`src/hdl/rar_pkg.sv`:
```
// Package: payload types, command codes and the control program of the fraction unit.
package rar_pkg;

   // Input item: command and two signed fractions.
   typedef struct packed {
      logic [2:0]         command;
      logic signed [15:0] a_num;
      logic signed [15:0] a_den;
      logic signed [15:0] b_num;
      logic signed [15:0] b_den;
   } req_type;

   // Result item: reduced fraction and zero-denominator flag.
   typedef struct packed {
      logic signed [32:0] res_num;
      logic signed [31:0] res_den;
      logic               zero_den;
   } rsp_type;

   localparam logic [2:0] CMD_ADD = 3'd0;
   localparam logic [2:0] CMD_SUB = 3'd1;
   localparam logic [2:0] CMD_MUL = 3'd2;
   localparam logic [2:0] CMD_DIV = 3'd3;
   localparam logic [2:0] CMD_NEG = 3'd4;

   // Datapath operation of one control word.
   typedef enum logic [4:0] {
      OP_NOP,
      OP_LATCH,
      OP_MUL,
      OP_MUL_LDN,
      OP_MUL_ACC,
      OP_LDD,
      OP_GCD_INIT,
      OP_GCD_TWOS,
      OP_GCD_STEP,
      OP_GCD_SHL,
      OP_DIV_INIT_N,
      OP_DIV_STEP,
      OP_STORE_N,
      OP_DIV_INIT_D,
      OP_STORE_D,
      OP_NEGATE,
      OP_BAD,
      OP_EMIT
   } op_type;

   // Jump condition: taken jumps to target, else advance by one.
   typedef enum logic [3:0] {
      C_NEVER,
      C_ALWAYS,
      C_NO_REQ,
      C_NEGATE,
      C_BAD_CMD,
      C_DZERO,
      C_BOTH_EVEN,
      C_X_NZ,
      C_K_NZ,
      C_DIV_MORE,
      C_OUT_FREE
   } cond_type;

   // Product picked for the shared multiplier.
   typedef enum logic [1:0] {
      MS_NUM1,
      MS_NUM2,
      MS_DEN
   } sel_type;

   localparam int PC_W = 5;

   typedef struct packed {
      op_type          op;
      cond_type        cond;
      sel_type         sel;
      logic [PC_W-1:0] target;
   } uword_type;

   localparam logic [PC_W-1:0] PC_WAIT    = 5'd0;
   localparam logic [PC_W-1:0] PC_TWOS    = 5'd8;
   localparam logic [PC_W-1:0] PC_STEP    = 5'd9;
   localparam logic [PC_W-1:0] PC_SHL     = 5'd10;
   localparam logic [PC_W-1:0] PC_DIV_N   = 5'd12;
   localparam logic [PC_W-1:0] PC_DIV_D   = 5'd15;
   localparam logic [PC_W-1:0] PC_NEGATE  = 5'd17;
   localparam logic [PC_W-1:0] PC_BAD     = 5'd18;
   localparam logic [PC_W-1:0] PC_OUTPUT  = 5'd19;

   function automatic uword_type ucode_rom(input logic [PC_W-1:0] pc);
      uword_type w;
      w = '{op: OP_NOP, cond: C_ALWAYS, sel: MS_NUM1, target: PC_WAIT};
      case (pc)
         5'd0:  w = '{op: OP_LATCH,     cond: C_NO_REQ,    sel: MS_NUM1, target: PC_WAIT};
         5'd1:  w = '{op: OP_NOP,       cond: C_NEGATE,    sel: MS_NUM1, target: PC_NEGATE};
         5'd2:  w = '{op: OP_NOP,       cond: C_BAD_CMD,   sel: MS_NUM1, target: PC_BAD};
         5'd3:  w = '{op: OP_MUL,       cond: C_NEVER,     sel: MS_NUM1, target: PC_WAIT};
         5'd4:  w = '{op: OP_MUL_LDN,   cond: C_NEVER,     sel: MS_NUM2, target: PC_WAIT};
         5'd5:  w = '{op: OP_MUL_ACC,   cond: C_NEVER,     sel: MS_DEN,  target: PC_WAIT};
         5'd6:  w = '{op: OP_LDD,       cond: C_NEVER,     sel: MS_NUM1, target: PC_WAIT};
         5'd7:  w = '{op: OP_GCD_INIT,  cond: C_DZERO,     sel: MS_NUM1, target: PC_OUTPUT};
         5'd8:  w = '{op: OP_GCD_TWOS,  cond: C_BOTH_EVEN, sel: MS_NUM1, target: PC_TWOS};
         5'd9:  w = '{op: OP_GCD_STEP,  cond: C_X_NZ,      sel: MS_NUM1, target: PC_STEP};
         5'd10: w = '{op: OP_GCD_SHL,   cond: C_K_NZ,      sel: MS_NUM1, target: PC_SHL};
         5'd11: w = '{op: OP_DIV_INIT_N, cond: C_NEVER,    sel: MS_NUM1, target: PC_WAIT};
         5'd12: w = '{op: OP_DIV_STEP,  cond: C_DIV_MORE,  sel: MS_NUM1, target: PC_DIV_N};
         5'd13: w = '{op: OP_STORE_N,   cond: C_NEVER,     sel: MS_NUM1, target: PC_WAIT};
         5'd14: w = '{op: OP_DIV_INIT_D, cond: C_NEVER,    sel: MS_NUM1, target: PC_WAIT};
         5'd15: w = '{op: OP_DIV_STEP,  cond: C_DIV_MORE,  sel: MS_NUM1, target: PC_DIV_D};
         5'd16: w = '{op: OP_STORE_D,   cond: C_ALWAYS,    sel: MS_NUM1, target: PC_OUTPUT};
         5'd17: w = '{op: OP_NEGATE,    cond: C_ALWAYS,    sel: MS_NUM1, target: PC_OUTPUT};
         5'd18: w = '{op: OP_BAD,       cond: C_NEVER,     sel: MS_NUM1, target: PC_WAIT};
         5'd19: w = '{op: OP_EMIT,      cond: C_OUT_FREE,  sel: MS_NUM1, target: PC_WAIT};
         5'd20: w = '{op: OP_NOP,       cond: C_ALWAYS,    sel: MS_NUM1, target: PC_OUTPUT};
         default: w = '{op: OP_NOP,     cond: C_ALWAYS,    sel: MS_NUM1, target: PC_WAIT};
      endcase
      return w;
   endfunction

endpackage

```
`src/hdl/rational_arith_reduce_unit.sv`:
```
// Top level: microcoded fraction arithmetic unit with binary GCD reduction.
// The time per reduced item is set by the binary GCD loop and two bit-serial divides.
// Negate, unused commands and zero denominators skip the GCD loop and the divides.
// Throughput: one item at a time; the next item is taken once the result is in the output register.
// Reset: synchronous, active high; clears the program counter and the output valid.
module rational_arith_reduce_unit #(
   parameter int OPERAND_WIDTH = 16
) (
   input  logic             clock,
   input  logic             reset,
   input  logic             req_valid,
   output logic             req_ready,
   input  rar_pkg::req_type req_data,
   output logic             rsp_valid,
   input  logic             rsp_ready,
   output rar_pkg::rsp_type rsp_data
);
   import rar_pkg::*;

   localparam int W  = OPERAND_WIDTH;
   // Internal fraction width: exact up to 2W+1 bits, wraps at 64 like the arithmetic spec.
   localparam int XW = (2 * W + 1 > 64) ? 64 : 2 * W + 1;
   localparam int KW = $clog2(XW + 1);
   localparam int CW = $clog2(XW);

   // Sequencer
   logic [PC_W-1:0] pc_ff, pc_in;
   uword_type       uw;

   // Operand and datapath registers
   req_type               req_ff, req_in;
   logic signed [XW-1:0]  p_ff, p_in;   // registered product
   logic signed [XW-1:0]  n_ff, n_in;   // working numerator
   logic signed [XW-1:0]  d_ff, d_in;   // working denominator
   logic [XW-1:0]         x_ff, x_in;   // GCD operands; y ends as the divisor
   logic [XW-1:0]         y_ff, y_in;
   logic [KW-1:0]         k_ff, k_in;   // common factors of two
   logic [XW-1:0]         rem_ff, rem_in;
   logic [XW-1:0]         q_ff, q_in;   // dividend shifting out, quotient shifting in
   logic [CW-1:0]         cnt_ff, cnt_in;

   // Output register
   logic    rsp_valid_ff, rsp_valid_in;
   rsp_type rsp_ff, rsp_in;

   logic signed [W-1:0]   an_s, ad_s, bn_s, bd_s;
   logic signed [W-1:0]   mul_a, mul_b;
   logic signed [2*W-1:0] prod;
   logic [2:0]            cmd;
   logic [XW-1:0]         mag_n, mag_d;
   logic [XW-1:0]         rem_sh;
   logic                  div_fit;
   logic signed [63:0]    n_wide, d_wide;
   logic                  out_free, req_fire, take;

   assign req_ready = (pc_ff == PC_WAIT);
   assign req_fire  = req_valid && req_ready;
   assign rsp_valid = rsp_valid_ff;
   assign rsp_data  = rsp_ff;
   assign out_free  = !rsp_valid_ff || rsp_ready;

   assign uw  = ucode_rom(pc_ff);
   assign cmd = req_ff.command;

   // Field bits zero-extend or truncate to W, then read as signed W-bit operands.
   assign an_s = W'($unsigned(req_ff.a_num));
   assign ad_s = W'($unsigned(req_ff.a_den));
   assign bn_s = W'($unsigned(req_ff.b_num));
   assign bd_s = W'($unsigned(req_ff.b_den));

   // Shared multiplier: pick the product asked for by the control word and command.
   always_comb begin
      mul_a = an_s;
      mul_b = bd_s;
      case (uw.sel)
         MS_NUM1: begin
            mul_a = an_s;
            mul_b = (cmd == CMD_MUL) ? bn_s : bd_s;
         end
         MS_NUM2: begin
            mul_a = bn_s;
            mul_b = ad_s;
         end
         MS_DEN: begin
            mul_a = ad_s;
            mul_b = (cmd == CMD_DIV) ? bn_s : bd_s;
         end
         default: begin
            mul_a = an_s;
            mul_b = bd_s;
         end
      endcase
   end

   assign prod = mul_a * mul_b;

   assign mag_n = n_ff[XW-1] ? XW'(-n_ff) : XW'(n_ff);
   assign mag_d = d_ff[XW-1] ? XW'(-d_ff) : XW'(d_ff);

   // Divisor stays below 2^(XW-1), so the partial remainder never needs its top bit.
   assign rem_sh  = {rem_ff[XW-2:0], q_ff[XW-1]};
   assign div_fit = (rem_sh >= y_ff);

   assign n_wide = 64'(n_ff);
   assign d_wide = 64'(d_ff);

   // Next step: jump on the selected condition, else advance.
   always_comb begin
      take = 1'b0;
      case (uw.cond)
         C_NEVER:     take = 1'b0;
         C_ALWAYS:    take = 1'b1;
         C_NO_REQ:    take = !req_valid;
         C_NEGATE:    take = (cmd == CMD_NEG);
         C_BAD_CMD:   take = (cmd > CMD_NEG);
         C_DZERO:     take = (d_ff == '0);
         C_BOTH_EVEN: take = !x_ff[0] && !y_ff[0];
         C_X_NZ:      take = (x_ff != '0);
         C_K_NZ:      take = (k_ff != '0);
         C_DIV_MORE:  take = (cnt_ff != CW'(XW - 1));
         C_OUT_FREE:  take = out_free;
         default:     take = 1'b0;
      endcase
      pc_in = take ? uw.target : pc_ff + 1'b1;
   end

   // Datapath: one operation per step.
   always_comb begin
      req_in       = req_ff;
      p_in         = p_ff;
      n_in         = n_ff;
      d_in         = d_ff;
      x_in         = x_ff;
      y_in         = y_ff;
      k_in         = k_ff;
      rem_in       = rem_ff;
      q_in         = q_ff;
      cnt_in       = cnt_ff;
      rsp_in       = rsp_ff;
      rsp_valid_in = rsp_valid_ff && !rsp_ready;
      case (uw.op)
         OP_NOP: begin
         end
         OP_LATCH: begin
            if (req_fire) begin
               req_in = req_data;
            end
         end
         OP_MUL: begin
            p_in = XW'(prod);
         end
         OP_MUL_LDN: begin
            n_in = p_ff;
            p_in = XW'(prod);
         end
         OP_MUL_ACC: begin
            // Add and subtract fold in the second cross product.
            if (cmd == CMD_ADD) begin
               n_in = n_ff + p_ff;
            end else if (cmd == CMD_SUB) begin
               n_in = n_ff - p_ff;
            end
            p_in = XW'(prod);
         end
         OP_LDD: begin
            d_in = p_ff;
         end
         OP_GCD_INIT: begin
            x_in = mag_n;
            y_in = mag_d;
            k_in = '0;
         end
         OP_GCD_TWOS: begin
            // Strip factors of two common to both.
            if (!x_ff[0] && !y_ff[0]) begin
               x_in = x_ff >> 1;
               y_in = y_ff >> 1;
               k_in = k_ff + 1'b1;
            end
         end
         OP_GCD_STEP: begin
            if (x_ff != '0) begin
               if (!x_ff[0]) begin
                  x_in = x_ff >> 1;
               end else if (!y_ff[0]) begin
                  y_in = y_ff >> 1;
               end else if (x_ff >= y_ff) begin
                  x_in = (x_ff - y_ff) >> 1;
               end else begin
                  y_in = (y_ff - x_ff) >> 1;
               end
            end
         end
         OP_GCD_SHL: begin
            // Restore the common twos: y becomes the GCD.
            if (k_ff != '0) begin
               y_in = y_ff << 1;
               k_in = k_ff - 1'b1;
            end
         end
         OP_DIV_INIT_N: begin
            rem_in = '0;
            q_in   = mag_n;
            cnt_in = '0;
         end
         OP_DIV_INIT_D: begin
            rem_in = '0;
            q_in   = mag_d;
            cnt_in = '0;
         end
         OP_DIV_STEP: begin
            if (div_fit) begin
               rem_in = rem_sh - y_ff;
            end else begin
               rem_in = rem_sh;
            end
            q_in   = {q_ff[XW-2:0], div_fit};
            cnt_in = cnt_ff + 1'b1;
         end
         OP_STORE_N: begin
            n_in = n_ff[XW-1] ? -$signed(q_ff) : $signed(q_ff);
         end
         OP_STORE_D: begin
            d_in = d_ff[XW-1] ? -$signed(q_ff) : $signed(q_ff);
         end
         OP_NEGATE: begin
            // Flip only the numerator; no reduction.
            n_in = -XW'(an_s);
            d_in = XW'(ad_s);
         end
         OP_BAD: begin
            n_in = '0;
            d_in = XW'(1);
         end
         OP_EMIT: begin
            // Hold until the output register is free.
            if (out_free) begin
               rsp_in.res_num  = n_wide[32:0];
               rsp_in.res_den  = d_wide[31:0];
               rsp_in.zero_den = (d_ff == '0);
               rsp_valid_in    = 1'b1;
            end
         end
         default: begin
         end
      endcase
   end

   always_ff @(posedge clock) begin
      if (reset) begin
         pc_ff        <= PC_WAIT;
         rsp_valid_ff <= 1'b0;
      end else begin
         pc_ff        <= pc_in;
         rsp_valid_ff <= rsp_valid_in;
      end
   end

   always_ff @(posedge clock) begin
      req_ff <= req_in;
      p_ff   <= p_in;
      n_ff   <= n_in;
      d_ff   <= d_in;
      x_ff   <= x_in;
      y_ff   <= y_in;
      k_ff   <= k_in;
      rem_ff <= rem_in;
      q_ff   <= q_in;
      cnt_ff <= cnt_in;
      rsp_ff <= rsp_in;
   end

endmodule
```
`config.mk`:
```
export PLATFORM = sky130hd
export DESIGN_NAME = rational_arith_reduce_unit
export DESIGN_NICKNAME = d
export VERILOG_FILES = /design/src/hdl/rar_pkg.sv /design/src/hdl/rational_arith_reduce_unit.sv
export SDC_FILE = /design/constraint.sdc
export NUM_CORES = 2
export LEC_CHECK = 0
export BUFFER_PORTS_ARGS = -buffer_cell sky130_fd_sc_hd__clkbuf_2
export CAP_MARGIN = 15
export CELL_PAD_IN_SITES_DETAIL_PLACEMENT = 2
export CELL_PAD_IN_SITES_GLOBAL_PLACEMENT = 2
export CORE_MARGIN = 2
export CORE_UTILIZATION = 41
export DETAILED_ROUTE_END_ITERATION = 7
export GPL_TIMING_DRIVEN = 0
export PLACE_DENSITY = 0.88
export SLEW_MARGIN = 20
export SYNTH_ARGS = -nofsm -noshare
export SYNTH_HDL_FRONTEND = slang
export SYNTH_SLANG_ARGS = --single-unit
export TNS_END_PERCENT = 5
```
`constraint.sdc`:
```
create_clock -name clock -period 10.5 [get_ports clock]
set_input_delay 0.525 -clock clock [delete_from_list [all_inputs] [get_ports clock]]
set_output_delay 0.525 -clock clock [all_outputs]
set_load 0.005 [all_outputs]
```
==> metrics <==
die span in x=306.0 um; area share of the largest cell type after synthesis=30.03%; final max-slew violation count=0; Num CTS Buffers=49; fin worst setup slack=0.2210 ns; sequential area share after synthesis=31.20%; area grow syn2layout=11.52%; synthesized flop and latch total=396; clock buffer depth=3; Slew HR=19.83%; per-cell routed wire length=33.95 um; placed cell areas=0.03996 mm2; CP Max Fanout=10; sum of routed wire length over all layers=185.0 mm; final instance area=0.04171 mm2; Primary FF master, synth=edfxtp_1; min Tclk post-route=10.28 ns; period utilisation layout=97.90%; worst slew pin tran=1.198 ns; # port buffers=138; Post-synth EDFFs=374; DR DRC count=0; final setup fails=0; synthesized area per cell=9.307 um2; Worst Setup SP=uw[5]; Worst EP required=10.87 ns; clk slew on worst S/H paths=0.07 ns; Unique masters post-synth=101; CTS Root Cell=clkbuf_16; Synth warnings=0; pre-CTS worst setup slack=-0.2315 ns; delay-heaviest family, CP=adder cells; CTS tree=yes; Initial Util=41.49%; routability cong.=0.9421; number of iterations in the first detailed-routing pass=7; CORE AREA=0.09015 mm2; fin util=46.27%; Final Skew=0.03899 ns; I/O Pins=139; Post-Syn Nets=4596; leading area contributor after synthesis=edfxtp_1; initial antenna violation count=9; status=completed; fill cell count=9647; worst hold start=req_data[27]; vias in the first global route=40054; Nets=4808; CTS H-tree depth=2; total number of vias=35801; fmax=97.29 MHz; CP dominant cell by count=fa_1; CTS Hold Bufs=0; asr flop ratio synth=0%; Tot GR Track Use=39.11%; Clock Sinks=396; Placement Rows=110; Crit. End Element=flip-flop; die area=0.09366 mm2; largest net degree at the start of global routing=31; Die H=306.0 um; DRT iter0 DRCs=3071; first-pass GRT wire length=270.8 mm; synthesized area=0.03740 mm2; DP Wirelength=140.7 mm; max incr delay on CP=0.99 ns; R2R Path Start=uw[5]; total gr overflow=0; Syn Inst Count=4019; dominant cells by area after synthesis=edfxtp_1 30%, fa_1 14%, ha_1 8.0%; Worst Setup Start Kind=flip-flop; total of max-cap violations=0; Skew-Pair Late Insertion Delay=0.66 ns; Detail Route Antenna Nets=0; CP arrival=10.65 ns; Critical path buffers and inverters=8; slowest CP cell=a21oi_1; Total Neg Setup Slack=0 ns; Vias/cell=6.569; layout cells sized above 1=7.984%; unrepaired setup endpoints after global routing=false; Final Hold Vio Count=0; worst hold path type=in -> reg; kind of critical path=reg -> reg
cell type report:
type                       instances  area (um2)  share of cell area [%]
sequential                       396       11670                   27.98
tap                             1176        1471                   3.527
clock buffer                      65        1405                   3.368
inverter                         459        1723                   4.130
multi-input combinational       2987       23440                   56.18
clock inverter                    26       271.5                  0.6509
antenna                            3       7.507                 0.01800
timing repair buffer             161        1016                   2.436
buffer                           177       711.9                   1.707
cells in the mapped netlist (all sizes together), types with 7 or more instances:
library cell,n
a31oi,35
nand4,30
a211oi,21
o31ai,38
and2,21
nor3,58
xnor2,136
a211o,7
a22oi,53
a222oi,8
clkbuf,139
buf,38
edfxtp,374
a21o,103
or4,9
inv,459
nand2b,34
o221ai,70
nor2,371
dfxtp,22
o22ai,24
xor2,175
mux2i,46
nand2,379
nor2b,27
nand3,46
fa,267
ha,239
o211ai,8
or3,31
o21a,56
o21bai,26
nor4,22
or2,23
a21oi,266
o41ai,11
a221oi,19
o31a,8
o21ai,216
and3,15
repair_timing:
item	CTS	global route
hold endpoints to repair	0	0
gates resized for setup	4	15
setup buffers	0	0
setup endpoints to repair	1	5
state kept, by name (all words and copies together), names as in the netlist:
signal / flops
k_ff: 6
cmd: 3
uw: 16
an_s: 16
ad_s: 16
rsp_data: 66
y_ff: 33
rem_ff: 32
bn_s: 16
n_ff: 33
x_ff: 33
p_ff: 32
bd_s: 16
cnt_ff: 6
q_ff: 33
d_ff: 33
pc_ff: 5
rsp_valid: 1
worst register-to-register path: cells and delay by family (launching register included):
kind,cells,cell delay [ns]
compound gates,8,2.89
xor+xnor,1,0.16
fa+ha+maj,8,3.83
buf+inv,8,1.51
flops,1,0.40
mux,1,0.29
simple gates,5,0.92
routing by layer:
metal	global-route usage [%]	vias to the layer above	share of wire, %
li1	-	14459	-
met4	33.68	2	10
met1	41.18	18149	34
met2	67.38	2247	49
met5	0	-	0.0049
met3	7.410	944	7.4
metrics by stage:
stage	instances	hold slack (ns)
4_1_cts	5446	0.03857
5_1_grt	5447	0.04930
3_5_place_dp	5355	0.5452
2_1_floorplan	4019	0.4459
3_3_place_gp	5333	0.4913
6_report	5450	0.04981
cells in the final DEF (no fill, tap or decap), drive strengths merged, types with 31 or more instances in the layout:
cell type / instances
or3: 31
inv: 460
o221ai: 70
edfxtp: 374
nor3: 58
xor2: 175
ha: 239
o31ai: 38
buf: 61
nand2b: 34
o21ai: 216
nor2: 371
a31oi: 35
fa: 267
nand2: 379
a21o: 103
a22oi: 53
clkbuf: 342
xnor2: 136
nand3: 46
a21oi: 266
mux2i: 46
o21a: 56
logic make-up (layout without fill, tap and decap cells):
group / count (synthesis) / count (layout) / synth area share, %
compound gates: 1019 / 1019 / 17.85
simple gates: 1102 / 1102 / 13.56
fa+ha+maj: 507 / 507 / 22.31
buf+inv: 636 / 888 / 6.493
mux: 48 / 48 / 1.301
other cells: 0 / 3 / 0
xor+xnor: 311 / 311 / 7.282
flops: 396 / 396 / 31.20
worst paths after layout:
kind | slack, ns | depth (start not counted) | to
max | 0.22 | 31 | p_ff[30]
min | 0.05 | 1 | bn_s[11]
max reg2reg | 0.22 | 31 | p_ff[30]
min reg2reg | 0.57 | 0 | rsp_data[31]
Power is not shown: default switching activity piles up to over one toggle a cycle in this logic, so the estimate is an artifact.
